**src/sasp_pkg.sv**
```systemverilog
`timescale 1ns / 1ps

package sasp_pkg;

  typedef enum logic [1:0] {
    OP_SET   = 2'd0,
    OP_SWEEP = 2'd1,
    OP_TICK  = 2'd2,
    OP_NONE  = 2'd3
  } op_t;

  typedef enum logic [2:0] {
    REG_MAX_DEGREE = 3'd0,
    REG_MIN_PULSE  = 3'd1,
    REG_MAX_PULSE  = 3'd2,
    REG_PERIOD     = 3'd3,
    REG_DUTY_BITS  = 3'd4
  } reg_idx_t;

  localparam int ANGLE_W   = 9;
  localparam int PULSE_W   = 13;
  localparam int PERIOD_W  = 20;
  localparam int BITS_W    = 5;
  localparam int DELAY_W   = 16;
  localparam int DUTY_W    = 20;

  localparam int PROD_W    = ANGLE_W + PULSE_W;        // |angle * pulse span|
  localparam int SPULSE_W  = PROD_W + 2;               // signed pulse sum
  localparam int NUM_W     = PROD_W + 1 + DUTY_W;      // pulse * full scale
  localparam int CNT_W     = 6;

  localparam logic [BITS_W-1:0]   MAX_BITS       = 5'd20;
  localparam logic [ANGLE_W-1:0]  NEUTRAL_ANGLE  = 9'd90;
  localparam logic [ANGLE_W-1:0]  RST_MAX_DEGREE = 9'd180;
  localparam logic [PULSE_W-1:0]  RST_MIN_PULSE  = 13'd500;
  localparam logic [PULSE_W-1:0]  RST_MAX_PULSE  = 13'd2500;
  localparam logic [PERIOD_W-1:0] RST_PERIOD     = 20'd20000;
  localparam logic [BITS_W-1:0]   RST_DUTY_BITS  = 5'd13;

endpackage

```
**src/servo_angle_sweep_pwm.sv**
```systemverilog
`timescale 1ns / 1ps
// sequence: set, sweep and a tick that steps the angle run the multiply, then a
// 22-step angle-to-pulse division, then a 43-step pulse-to-duty division, both
// on one shared restoring divider; other ticks and unknown codes go straight to S_FINISH
// throughput: one beat at a time, s_tready high only while the sequencer is idle
// reset: synchronous, angle 90, no sweep, duty 0, registers to their defaults
module servo_angle_sweep_pwm (
  input  logic        clk,
  input  logic        rst,
  input  logic        s_tvalid,
  output logic        s_tready,
  input  logic [31:0] s_tdata,   // angle[9:0], step_delay[25:10], zero fill
  input  logic [1:0]  s_tuser,   // operation[1:0]
  output logic        m_tvalid,
  input  logic        m_tready,
  output logic [31:0] m_tdata,   // duty[19:0], angle_now[28:20], moving[29],
                                 // duty_changed[30], zero fill
  input  logic        psel,
  input  logic        penable,
  input  logic        pwrite,
  input  logic [4:0]  paddr,
  input  logic [31:0] pwdata,
  output logic [31:0] prdata,
  output logic        pready
);

  typedef enum logic [2:0] {
    S_IDLE,
    S_MUL,
    S_DIV1,
    S_PULSE,
    S_DIV2,
    S_SAT,
    S_FINISH
  } state_t;

  localparam int AW = sasp_pkg::ANGLE_W;
  localparam int PW = sasp_pkg::PULSE_W;
  localparam int DW = sasp_pkg::PERIOD_W;
  localparam int NW = sasp_pkg::NUM_W;

  state_t state;

  logic [AW-1:0]              max_degree;
  logic [PW-1:0]              min_pulse_us;
  logic [PW-1:0]              max_pulse_us;
  logic [DW-1:0]              pwm_period_us;
  logic [sasp_pkg::BITS_W-1:0] duty_bits;

  logic [AW-1:0]                 current_angle;
  logic [AW-1:0]                 target_angle;
  logic                          sweeping;
  logic                          step_down;
  logic [sasp_pkg::DELAY_W-1:0]  delay_reload;
  logic [sasp_pkg::DELAY_W-1:0]  delay_left;
  logic [sasp_pkg::DUTY_W-1:0]   duty_now;
  logic                          changed;
  logic                          span_neg;

  logic [NW-1:0]               div_num;
  logic [DW-1:0]               div_rem;
  logic [DW-1:0]               div_den;
  logic [sasp_pkg::CNT_W-1:0]  div_count;

  // input beat fields
  sasp_pkg::op_t               in_op;
  logic signed [9:0]           in_angle;
  logic [sasp_pkg::DELAY_W-1:0] in_delay;
  logic [AW-1:0]               clamped;
  logic [AW-1:0]               sweep_start;

  // configuration
  logic                        cfg_wr;
  sasp_pkg::reg_idx_t          cfg_idx;

  // shared divider step
  logic [DW:0]                 trial;
  logic                        trial_ge;
  logic [DW-1:0]               rem_next;
  logic [NW-1:0]               num_next;

  // angle to pulse
  logic signed [PW:0]          span;
  logic [PW-1:0]               span_mag;
  logic [sasp_pkg::PROD_W-1:0] prod;
  logic [sasp_pkg::PROD_W-1:0] quot1;
  logic signed [sasp_pkg::SPULSE_W-1:0] pulse_s;
  logic [sasp_pkg::PROD_W:0]   pulse;
  logic [NW-1:0]               numer;

  logic [sasp_pkg::BITS_W-1:0] bits;
  logic [sasp_pkg::DUTY_W-1:0] full_scale;

  assign in_op    = sasp_pkg::op_t'(s_tuser);
  assign in_angle = s_tdata[9:0];
  assign in_delay = s_tdata[25:10];

  always_comb begin
    if (in_angle[9]) begin
      clamped = '0;
    end else if (in_angle[8:0] > max_degree) begin
      clamped = max_degree;
    end else begin
      clamped = in_angle[8:0];
    end
    sweep_start = (current_angle > max_degree) ? max_degree : current_angle;
  end

  assign s_tready = (state == S_IDLE);
  assign pready   = 1'b1;

  assign cfg_wr  = psel && penable && pwrite;
  assign cfg_idx = sasp_pkg::reg_idx_t'(paddr[4:2]);

  always_comb begin
    unique case (paddr[4:2])
      sasp_pkg::REG_MAX_DEGREE: prdata = {23'd0, max_degree};
      sasp_pkg::REG_MIN_PULSE:  prdata = {19'd0, min_pulse_us};
      sasp_pkg::REG_MAX_PULSE:  prdata = {19'd0, max_pulse_us};
      sasp_pkg::REG_PERIOD:     prdata = {12'd0, pwm_period_us};
      sasp_pkg::REG_DUTY_BITS:  prdata = {27'd0, duty_bits};
      default:                  prdata = '0;
    endcase
  end

  always_comb begin
    bits       = (duty_bits > sasp_pkg::MAX_BITS) ? sasp_pkg::MAX_BITS : duty_bits;
    full_scale = sasp_pkg::DUTY_W'(({1'b0, {sasp_pkg::DUTY_W{1'b0}}} | (21'd1 << bits))
                 - 21'd1);
  end

  always_comb begin
    trial    = {div_rem, div_num[NW-1]};
    trial_ge = (trial >= {1'b0, div_den});
    rem_next = trial_ge ? DW'(trial - {1'b0, div_den}) : DW'(trial);
    num_next = {div_num[NW-2:0], trial_ge};
  end

  always_comb begin
    span     = $signed({1'b0, max_pulse_us}) - $signed({1'b0, min_pulse_us});
    span_mag = span[PW] ? PW'(-span) : span[PW-1:0];
    prod     = {{(sasp_pkg::PROD_W-AW){1'b0}}, current_angle}
               * {{(sasp_pkg::PROD_W-PW){1'b0}}, span_mag};
    quot1    = div_num[sasp_pkg::PROD_W-1:0];
    pulse_s  = $signed({{(sasp_pkg::SPULSE_W-PW){1'b0}}, min_pulse_us})
               + (span_neg ? -$signed({2'b00, quot1}) : $signed({2'b00, quot1}));
    pulse    = pulse_s[sasp_pkg::SPULSE_W-1] ? '0 : pulse_s[sasp_pkg::PROD_W:0];
    numer    = ({{sasp_pkg::DUTY_W{1'b0}}, pulse} << bits)
               - {{sasp_pkg::DUTY_W{1'b0}}, pulse};
  end

  always_ff @(posedge clk) begin
    if (rst) begin
      max_degree    <= sasp_pkg::RST_MAX_DEGREE;
      min_pulse_us  <= sasp_pkg::RST_MIN_PULSE;
      max_pulse_us  <= sasp_pkg::RST_MAX_PULSE;
      pwm_period_us <= sasp_pkg::RST_PERIOD;
      duty_bits     <= sasp_pkg::RST_DUTY_BITS;
    end else if (cfg_wr) begin
      unique case (cfg_idx)
        sasp_pkg::REG_MAX_DEGREE: max_degree    <= pwdata[AW-1:0];
        sasp_pkg::REG_MIN_PULSE:  min_pulse_us  <= pwdata[PW-1:0];
        sasp_pkg::REG_MAX_PULSE:  max_pulse_us  <= pwdata[PW-1:0];
        sasp_pkg::REG_PERIOD:     pwm_period_us <= pwdata[DW-1:0];
        sasp_pkg::REG_DUTY_BITS:  duty_bits     <= pwdata[sasp_pkg::BITS_W-1:0];
        default: ;
      endcase
    end
  end

  always_ff @(posedge clk) begin
    if (rst) begin
      state         <= S_IDLE;
      current_angle <= sasp_pkg::NEUTRAL_ANGLE;
      target_angle  <= '0;
      sweeping      <= 1'b0;
      step_down     <= 1'b0;
      delay_reload  <= '0;
      delay_left    <= '0;
      duty_now      <= '0;
      changed       <= 1'b0;
      m_tvalid      <= 1'b0;
    end else begin
      // the result register is only loaded in S_FINISH, which holds it while stalled
      if (m_tready && (state != S_FINISH)) begin
        m_tvalid <= 1'b0;
      end
      unique case (state)
        S_IDLE: begin
          if (s_tvalid) begin
            unique case (in_op)
              sasp_pkg::OP_SET: begin
                sweeping      <= 1'b0;
                current_angle <= clamped;
                changed       <= 1'b1;
                state         <= S_MUL;
              end
              sasp_pkg::OP_SWEEP: begin
                target_angle  <= clamped;
                step_down     <= !(clamped > sweep_start);
                delay_reload  <= in_delay;
                delay_left    <= in_delay;
                sweeping      <= 1'b1;
                current_angle <= sweep_start;
                changed       <= 1'b1;
                state         <= S_MUL;
              end
              sasp_pkg::OP_TICK: begin
                if (sweeping) begin
                  if (delay_left > 16'd1) begin
                    delay_left <= delay_left - 16'd1;
                    changed    <= 1'b0;
                    state      <= S_FINISH;
                  end else if (current_angle == target_angle) begin
                    sweeping   <= 1'b0;
                    delay_left <= '0;
                    changed    <= 1'b0;
                    state      <= S_FINISH;
                  end else begin
                    current_angle <= step_down ? current_angle - 9'd1
                                               : current_angle + 9'd1;
                    delay_left    <= delay_reload;
                    changed       <= 1'b1;
                    state         <= S_MUL;
                  end
                end else begin
                  changed <= 1'b0;
                  state   <= S_FINISH;
                end
              end
              default: begin
                changed <= 1'b0;
                state   <= S_FINISH;
              end
            endcase
          end
        end
        S_MUL: begin
          span_neg <= span[PW];
          div_rem  <= '0;
          div_den  <= {{(DW-AW){1'b0}}, max_degree};
          if (max_degree == '0) begin
            div_num <= '0;
            state   <= S_PULSE;
          end else begin
            div_num   <= {prod, {(NW-sasp_pkg::PROD_W){1'b0}}};
            div_count <= sasp_pkg::CNT_W'(sasp_pkg::PROD_W);
            state     <= S_DIV1;
          end
        end
        S_DIV1: begin
          div_num   <= num_next;
          div_rem   <= rem_next;
          div_count <= div_count - 1'b1;
          if (div_count == sasp_pkg::CNT_W'(1)) begin
            state <= S_PULSE;
          end
        end
        S_PULSE: begin
          if (pwm_period_us == '0) begin
            duty_now <= full_scale;
            state    <= S_FINISH;
          end else begin
            div_num   <= numer;
            div_rem   <= '0;
            div_den   <= pwm_period_us;
            div_count <= sasp_pkg::CNT_W'(NW);
            state     <= S_DIV2;
          end
        end
        S_DIV2: begin
          div_num   <= num_next;
          div_rem   <= rem_next;
          div_count <= div_count - 1'b1;
          if (div_count == sasp_pkg::CNT_W'(1)) begin
            state <= S_SAT;
          end
        end
        S_SAT: begin
          if ((|div_num[NW-1:sasp_pkg::DUTY_W]) ||
              (div_num[sasp_pkg::DUTY_W-1:0] > full_scale)) begin
            duty_now <= full_scale;
          end else begin
            duty_now <= div_num[sasp_pkg::DUTY_W-1:0];
          end
          state <= S_FINISH;
        end
        S_FINISH: begin
          if (!m_tvalid || m_tready) begin
            m_tvalid <= 1'b1;
            m_tdata  <= {1'b0, changed, sweeping, current_angle, duty_now};
            state    <= S_IDLE;
          end
        end
        default: state <= S_IDLE;
      endcase
    end
  end

endmodule

```
**config.mk**
```make
export PLATFORM = sky130hd
export DESIGN_NAME = servo_angle_sweep_pwm
export DESIGN_NICKNAME = d
export VERILOG_FILES = /design/src/sasp_pkg.sv /design/src/servo_angle_sweep_pwm.sv
export SDC_FILE = /design/constraint.sdc
export NUM_CORES = 1
export LEC_CHECK = 0
export ABC_AREA = 0
export BUFFER_PORTS_ARGS = -buffer_cell sky130_fd_sc_hd__clkbuf_2
export CAP_MARGIN = 40
export CORE_UTILIZATION = 50
export DETAILED_ROUTE_END_ITERATION = 12
export HOLD_SLACK_MARGIN = 0.02
export PLACE_DENSITY = 0.74
export REMOVE_ABC_BUFFERS = 1
export SYNTH_ARGS = -nofsm -noshare
export SYNTH_HDL_FRONTEND = slang
export SYNTH_SLANG_ARGS = --single-unit
```
**constraint.sdc**
```tcl
create_clock -name clk -period 7.8 [get_ports clk]
set_clock_uncertainty 0.2 [all_clocks]
set_input_delay 0 -clock clk [delete_from_list [all_inputs] [get_ports clk]]
set_output_delay 0 -clock clk [all_outputs]
set_load 0.05 [all_outputs]
```
; Yosys cells after proc, flatten, opt, wreduce, memory -nomap -nowiden
; Index checks and enable logic that the tools add are counted.
[classes]
add_sub_neg = 11
bitwise_logic = 1
n_eq_ne = 25
mul = 1
n_lt_le_gt_ge = 7
shifts = 2
n_reduce_logical = 37
muxes = 52
[ops]
columns = operator, n
row1 = one-hot mux 43 bit (3 select lines), 1
row2 = 2-to-1 mux 20 bit, 5
row3 = one-hot mux 20 bit (5 select lines), 1
row4 = 2-to-1 mux 43 bit, 2
row5 = one-hot mux 20 bit (2 select lines), 2
row6 = 2-to-1 mux 9 bit, 7
row7 = one-hot mux 20 bit (3 select lines), 1
row8 = 2-to-1 mux 16 bit, 3
row9 = << shifter 23 x 5 -> 43 bit, 1
row10 = subtractor 43 x 23 -> 43 bit, 1
row11 = one-hot mux 16 bit (2 select lines), 1
row12 = greater-than comparator 9 bit, 3
row13 = one-hot mux 9 bit (3 select lines), 1
row14 = adder 14 x 24 -> 24 bit, 1
row15 = 2-to-1 mux 24 bit, 1
row16 = negator 22 -> 24 bit, 1
row17 = 2-to-1 mux 23 bit, 1
row18 = OR reduction 23 bit, 1
row19 = multiplier 9 x 13 -> 22 bit, 1
row20 = >= comparator 21 x 20 -> 1 bit, 1
row21 = 2-to-1 mux 3 bit, 7
row22 = one-hot mux 3 bit (7 select lines), 1
row23 = greater-than comparator 20 bit, 1
row24 = logical NOT 20 bit, 1
row25 = 43 further kinds, 90
[totals]
input_bits = 78
elab_cells = 157
regBits = 258
output_inout_bits = 67

; Logic depth before layout (Yosys ltp)
[logic_depth]
word_depth = 8
depth_mapped = 40
depth_no_buf = 40

; Worst setup path before layout
; OpenSTA, ideal clock, no wires.
[synth_timing]
kind = register to register
start = register div_num[0]
end = register div_num[39], data pin
t_required_ns = 7.331
arrival_time_ns = 7.700
path_stages_with_launch = 36
setup_slack_ns = -0.369
path_cell_list = edfxtp_1 > inv_1 > ha_1 > or3b_2 > or2_2 > o31ai_1 > xnor2_1 > ha_1 > o21a_1 > a2bb2oi_1 > a31oi_1 > nor4_2 > nand3_1 > o31ai_2 > buf_2 > nand2_1 > inv_1 > a21oi_1 > nor3_1 > nand2_1 > inv_1 > ha_1 > nor2b_1 > o21ai_0 > o221ai_1 > a31o_2 > o211ai_1 > nand2_1 > o41ai_1 > o211ai_1 > a31oi_1 > o211ai_1 > nor4_4 > nand4_1 > o2111ai_1 > o211ai_1
[synth_between]
elab_chain_cells = 8
[synth_lines]
columns = item, line
row1 = start: declaration, servo_angle_sweep_pwm.sv:60  ; logic [NW-1:0] div_num;
row2 = start signal: assignment, servo_angle_sweep_pwm.sv:246  ; div_num <= {prod, {(NW-sasp_pkg::PROD_W){1'b0}}};
row3 = start signal: assignment, servo_angle_sweep_pwm.sv:252  ; div_num <= num_next;
row4 = start signal: assignment, servo_angle_sweep_pwm.sv:264  ; div_num <= numer;
row5 = negator 22 -> 24 bit, servo_angle_sweep_pwm.sv:146  ; + (span_neg ? -$signed({2'b00, quot1}) : $signed({2'b00, quot1}));
row6 = 2-to-1 mux 24 bit (*), servo_angle_sweep_pwm.sv:146
row7 = adder 14 x 24 -> 24 bit (*), servo_angle_sweep_pwm.sv:146
row8 = 2-to-1 mux 23 bit (*), servo_angle_sweep_pwm.sv:147  ; pulse = pulse_s[sasp_pkg::SPULSE_W-1] ? '0 : pulse_s[sasp_pkg::PROD_W:0];
row9 = << shifter 23 x 5 -> 43 bit, servo_angle_sweep_pwm.sv:148  ; numer = ({{sasp_pkg::DUTY_W{1'b0}}, pulse} << bits)
row10 = subtractor 43 x 23 -> 43 bit (*), servo_angle_sweep_pwm.sv:149  ; - {{sasp_pkg::DUTY_W{1'b0}}, pulse};
row11 = 2-to-1 mux 43 bit (*), servo_angle_sweep_pwm.sv:260  ; if (pwm_period_us == '0) begin
row12 = one-hot mux 43 bit (3 select lines) (*), servo_angle_sweep_pwm.sv:188  ; unique case (state)
; Mark *: on every way between the ends. The rest lies on a longest branch, timed or not. The select of a mux whose other input is x is not followed.
; A chain may end at the register's enable or synchronous reset.

; Worst setup path in the final report
[layout_timing]
start = register max_pulse_us[0]
end = register div_num[42], data pin
[layout_between]
elab_chain_cells = 6
[layout_lines]
columns = item, line
row1 = start: declaration, servo_angle_sweep_pwm.sv:46  ; logic [PW-1:0] max_pulse_us;
row2 = start signal: assignment, servo_angle_sweep_pwm.sv:156  ; max_pulse_us <= sasp_pkg::RST_MAX_PULSE;
row3 = start signal: assignment, servo_angle_sweep_pwm.sv:163  ; sasp_pkg::REG_MAX_PULSE: max_pulse_us <= pwdata[PW-1:0];
row4 = subtractor 13 x 13 -> 14 bit (*), servo_angle_sweep_pwm.sv:140  ; span = $signed({1'b0, max_pulse_us}) - $signed({1'b0, min_pulse_us});
row5 = negator 13 bit, servo_angle_sweep_pwm.sv:141  ; span_mag = span[PW] ? PW'(-span) : span[PW-1:0];
row6 = 2-to-1 mux 13 bit (*), servo_angle_sweep_pwm.sv:141
row7 = multiplier 9 x 13 -> 22 bit (*), servo_angle_sweep_pwm.sv:143  ; * {{(sasp_pkg::PROD_W-PW){1'b0}}, span_mag};
row8 = 2-to-1 mux 43 bit (*), servo_angle_sweep_pwm.sv:242  ; if (max_degree == '0) begin
row9 = one-hot mux 43 bit (3 select lines) (*), servo_angle_sweep_pwm.sv:188
; Mark *: on every way between the ends. The rest lies on a longest branch, timed or not.

==> qor.yml <==
floorplanning:
  dieWidth_um: 221
  core_sq_um: 47000
  dieArea_sq_um: 48900
  io_pins: 145
  row_count: 79
  start_util_pct: 51.2
  die_y_um: 221
setup_path:
  start_kind: "register"
  crit_path_max_fanout: 2
  cp.arrival_ps: 8050
  critPathMaxStageDelay_ps: 540
  cp.required_ps: 7920
  critical_path_buf_inv_count: 5
  reg2reg_depth: 36
  crit_top_cell: "o21ai_2"
  worstSetupPathType: "register to register"
  crit_slowest_cell: "fa_1"
  cp_top_family: "adder cells"
  worstSetupEndpointType: "register"
  path_depth: 36
cells_and_area:
  fill_cells: 3642
  final_util_pct: 65.9
  nets: 3784
  drive_above_1_share_pct: 22.2
  syn_to_final_growth_pct: 28.7
clock_tree:
  cts_root_buffer: "clkbuf_16"
  clkTransAtPathRegs_ps: 60
  cts_sinks: 258
  htree_levels: 1
  cts_buffers: 30
  cts_tree: "done"
  insertion_delay_ps: 610
  cts_max_path_buffers: 3
hold_path:
  holdPathStages: 4
  holdCritPathClass: "input pin to register"
power:
  ir_drop_mv: 0.500
  powerDensity_nw_per_um2: 372
  total_leakage_power_uw: 0.0134
  finalPower_uw: 11500
global_routing:
  grt_pass1_vias: 24600
  grt_pass1_wl_um: 138000
  grt_remaining_overflow: 0
  track_usage_pct: 35.5
  antenna_found_initial: 3
  grt_max_degree: 56
synth:
  synth-main-ff-cell: "dfxtp_1"
  synth_seq_cells: 258
  synth_top_area_share_pct: 15.1
  async_flop_share_pct: 0
  yosysWarnings: 0
  synth_edf_count: 121
  avgSynthCellArea_sq_um: 8.10
  syn_area_sq_um: 24000
  synthTopCellsByArea: "edfxtp_1 (15%), dfxtp_1 (11%), ha_1 (9.3%)"
  ys_seq_area_share_pct: 26.5
  synth.distinct_cells: 91
  synth.largest_area_cell: "edfxtp_1"
  syn_inst: 2966
routing:
  drt-pass1-iter-count: 6
  via_per_inst: 6.19
  drtIter0Drc: 2719
  antenna_left: 0
  wl_um: 90000
  num_vias: 25200
  wl_per_cell_um: 22.1
  drc: 0
timing:
  fin_crit_sh_pct: 102
  finalSetupTns_ps: -124
  finalHoldViolations: 0
  worstMarginPinSlew_ps: 1020
  slew_headroom_pct: 31.9
  setup_slack_ps: -124
  hold_slack_ps: 60.8
  fin_crit_ps: 7920
  drv_slew: 0
  rsz0062_at_grt: "yes"
  setup_viol: 1
  max_freq_mhz: 126
placement:
  gp_congestion: 0.986
  preCtsSetupSlack_ps: -672
  port_buffers: 110
  dp_hpwl_um: 65000
job:
  drv_cap: 0
run_status:
  violations: "negative setup slack"
  status: "complete, but fails checks"
-- power breakdown --
part | total (uW) | internal, uW | switching [uW]
Clock | 1510 | 856 | 649
Combinational | 7990 | 3570 | 4420
Sequential | 2020 | 1820 | 200
-- synthesized netlist by cell type (all sizes together), types with 58 or more instances --
cell type and instances:
nor2 216, nor3 60, nand2 434, edfxtp 121
nand3 71, xnor2 85, o21ai 180, mux2i 66
a21oi 186, fa 83, and2 76, dfxtp 137
inv 203, xor2 58, ha 179, clkbuf 125
-- kinds of logic after synthesis --
| family | Yosys count | share of synthesized area (%) |
|---|---|---|
| AND/OR/NAND/NOR | 1101 | 21.9 |
| flip-flops | 258 | 26.5 |
| other | 2 | 0.0313 |
| XOR/XNOR | 143 | 5.21 |
| buffers and inverters | 371 | 6.18 |
| multiplexers | 84 | 3.78 |
| AO/OA/AOI/OAI | 745 | 20.1 |
| adder cells (fa/ha/maj) | 262 | 16.2 |
-- worst reg2reg max path: cells and delay by family, from the launching register on --
kind	cells	cell delay, ps
xor gates and xnor gates	3	330
adders and majority gates	7	2820
AOI/OAI and AO/OA	13	1990
DFF	1	340
buffers and inverters	5	340
and+or+nand+nor	8	1650
-- stage by stage --
stage	area, sq um	std cells
2_1_floorplan	23400	2812
3_3_place_gp	27000	3831
3_5_place_dp	27200	3843
4_1_cts	30000	4044
5_1_grt	30900	4077
6_report	30900	4077
-- state kept, by name, summed over array words and instances (netlist names), 3 cells and up --
name,count
current_angle,9
delay_left,16
delay_reload,16
div_count,6
div_den,20
div_num,43
div_rem,20
duty_bits,5
duty_now,20
m_tdata,31
max_degree,9
max_pulse_us,13
min_pulse_us,13
pwm_period_us,20
state,3
target_angle,9
-- layout by cell type (no fill, tap or decap), types with 33 or more instances in the layout --
cell type      Yosys  routed
a21oi_1          186     168
a21o_1            45      44
o211ai_1          40      40
a22oi_1           37      37
nand3_1           70      64
xor2_1            58      55
a211oi_1          36      33
edfxtp_1         121     121
clkbuf_2           1     109
xnor2_1           85      69
o21ai_0          175     145
nor3_1            60      51
fa_1              83      76
nand2_1          434     425
nor2b_1           51      47
buf_4             14     346
nor2_1           216     207
mux2i_1           66      65
dfxtp_1          137     133
and2_1            75      69
ha_1             179     160
dlygate4sd3_1      0     120
inv_1            203     188
-- per-layer routing --
metal  wire [um]  global-route usage (%)  up-vias
met3        9400                    7.20      264
met2       39800                    55.0     1381
met5          11                       0        -
met4        3390                    12.3        2
li1            -                       -    11400
met1       37400                    49.1    12100
-- layout make-up --
type | instances | area (sq um) | share of cell area, %
Sequential cell | 258 | 6380 | 20.6
Antenna cell | 2 | 5.00 | 0.0162
Clock buffer | 40 | 861 | 2.78
Timing Repair Buffer | 600 | 4710 | 15.2
Clock inverter | 16 | 188 | 0.607
Inverter | 205 | 769 | 2.49
Multi-Input combinational cell | 2349 | 17300 | 55.8
Tap cell | 607 | 759 | 2.46
-- worst paths after layout --
check	from	to	slack (ps)
hold / removal	pwdata[0]	min_pulse_us[0]$_SDFFE_PP0P_	60
setup / recovery	max_pulse_us[0]$_SDFFE_PP0P_	div_num[42]$_DFFE_PP_	-120
setup reg to reg	max_pulse_us[0]$_SDFFE_PP0P_	div_num[42]$_DFFE_PP_	-120
hold reg to reg	duty_now[16]$_SDFFE_PP0P_	duty_now[16]$_SDFFE_PP0P_	230
-- what timing repair did --
action / in CTS / in global routing
buffers inserted: 25 / 32
hold endpoints to repair: 134 / 0
hold buffers: 120 / 0
setup endpoints to repair: 21 / 21
pin swaps: 71 / 149
gates resized for setup: 90 / 161
Power figures use the tool's default switching activity.
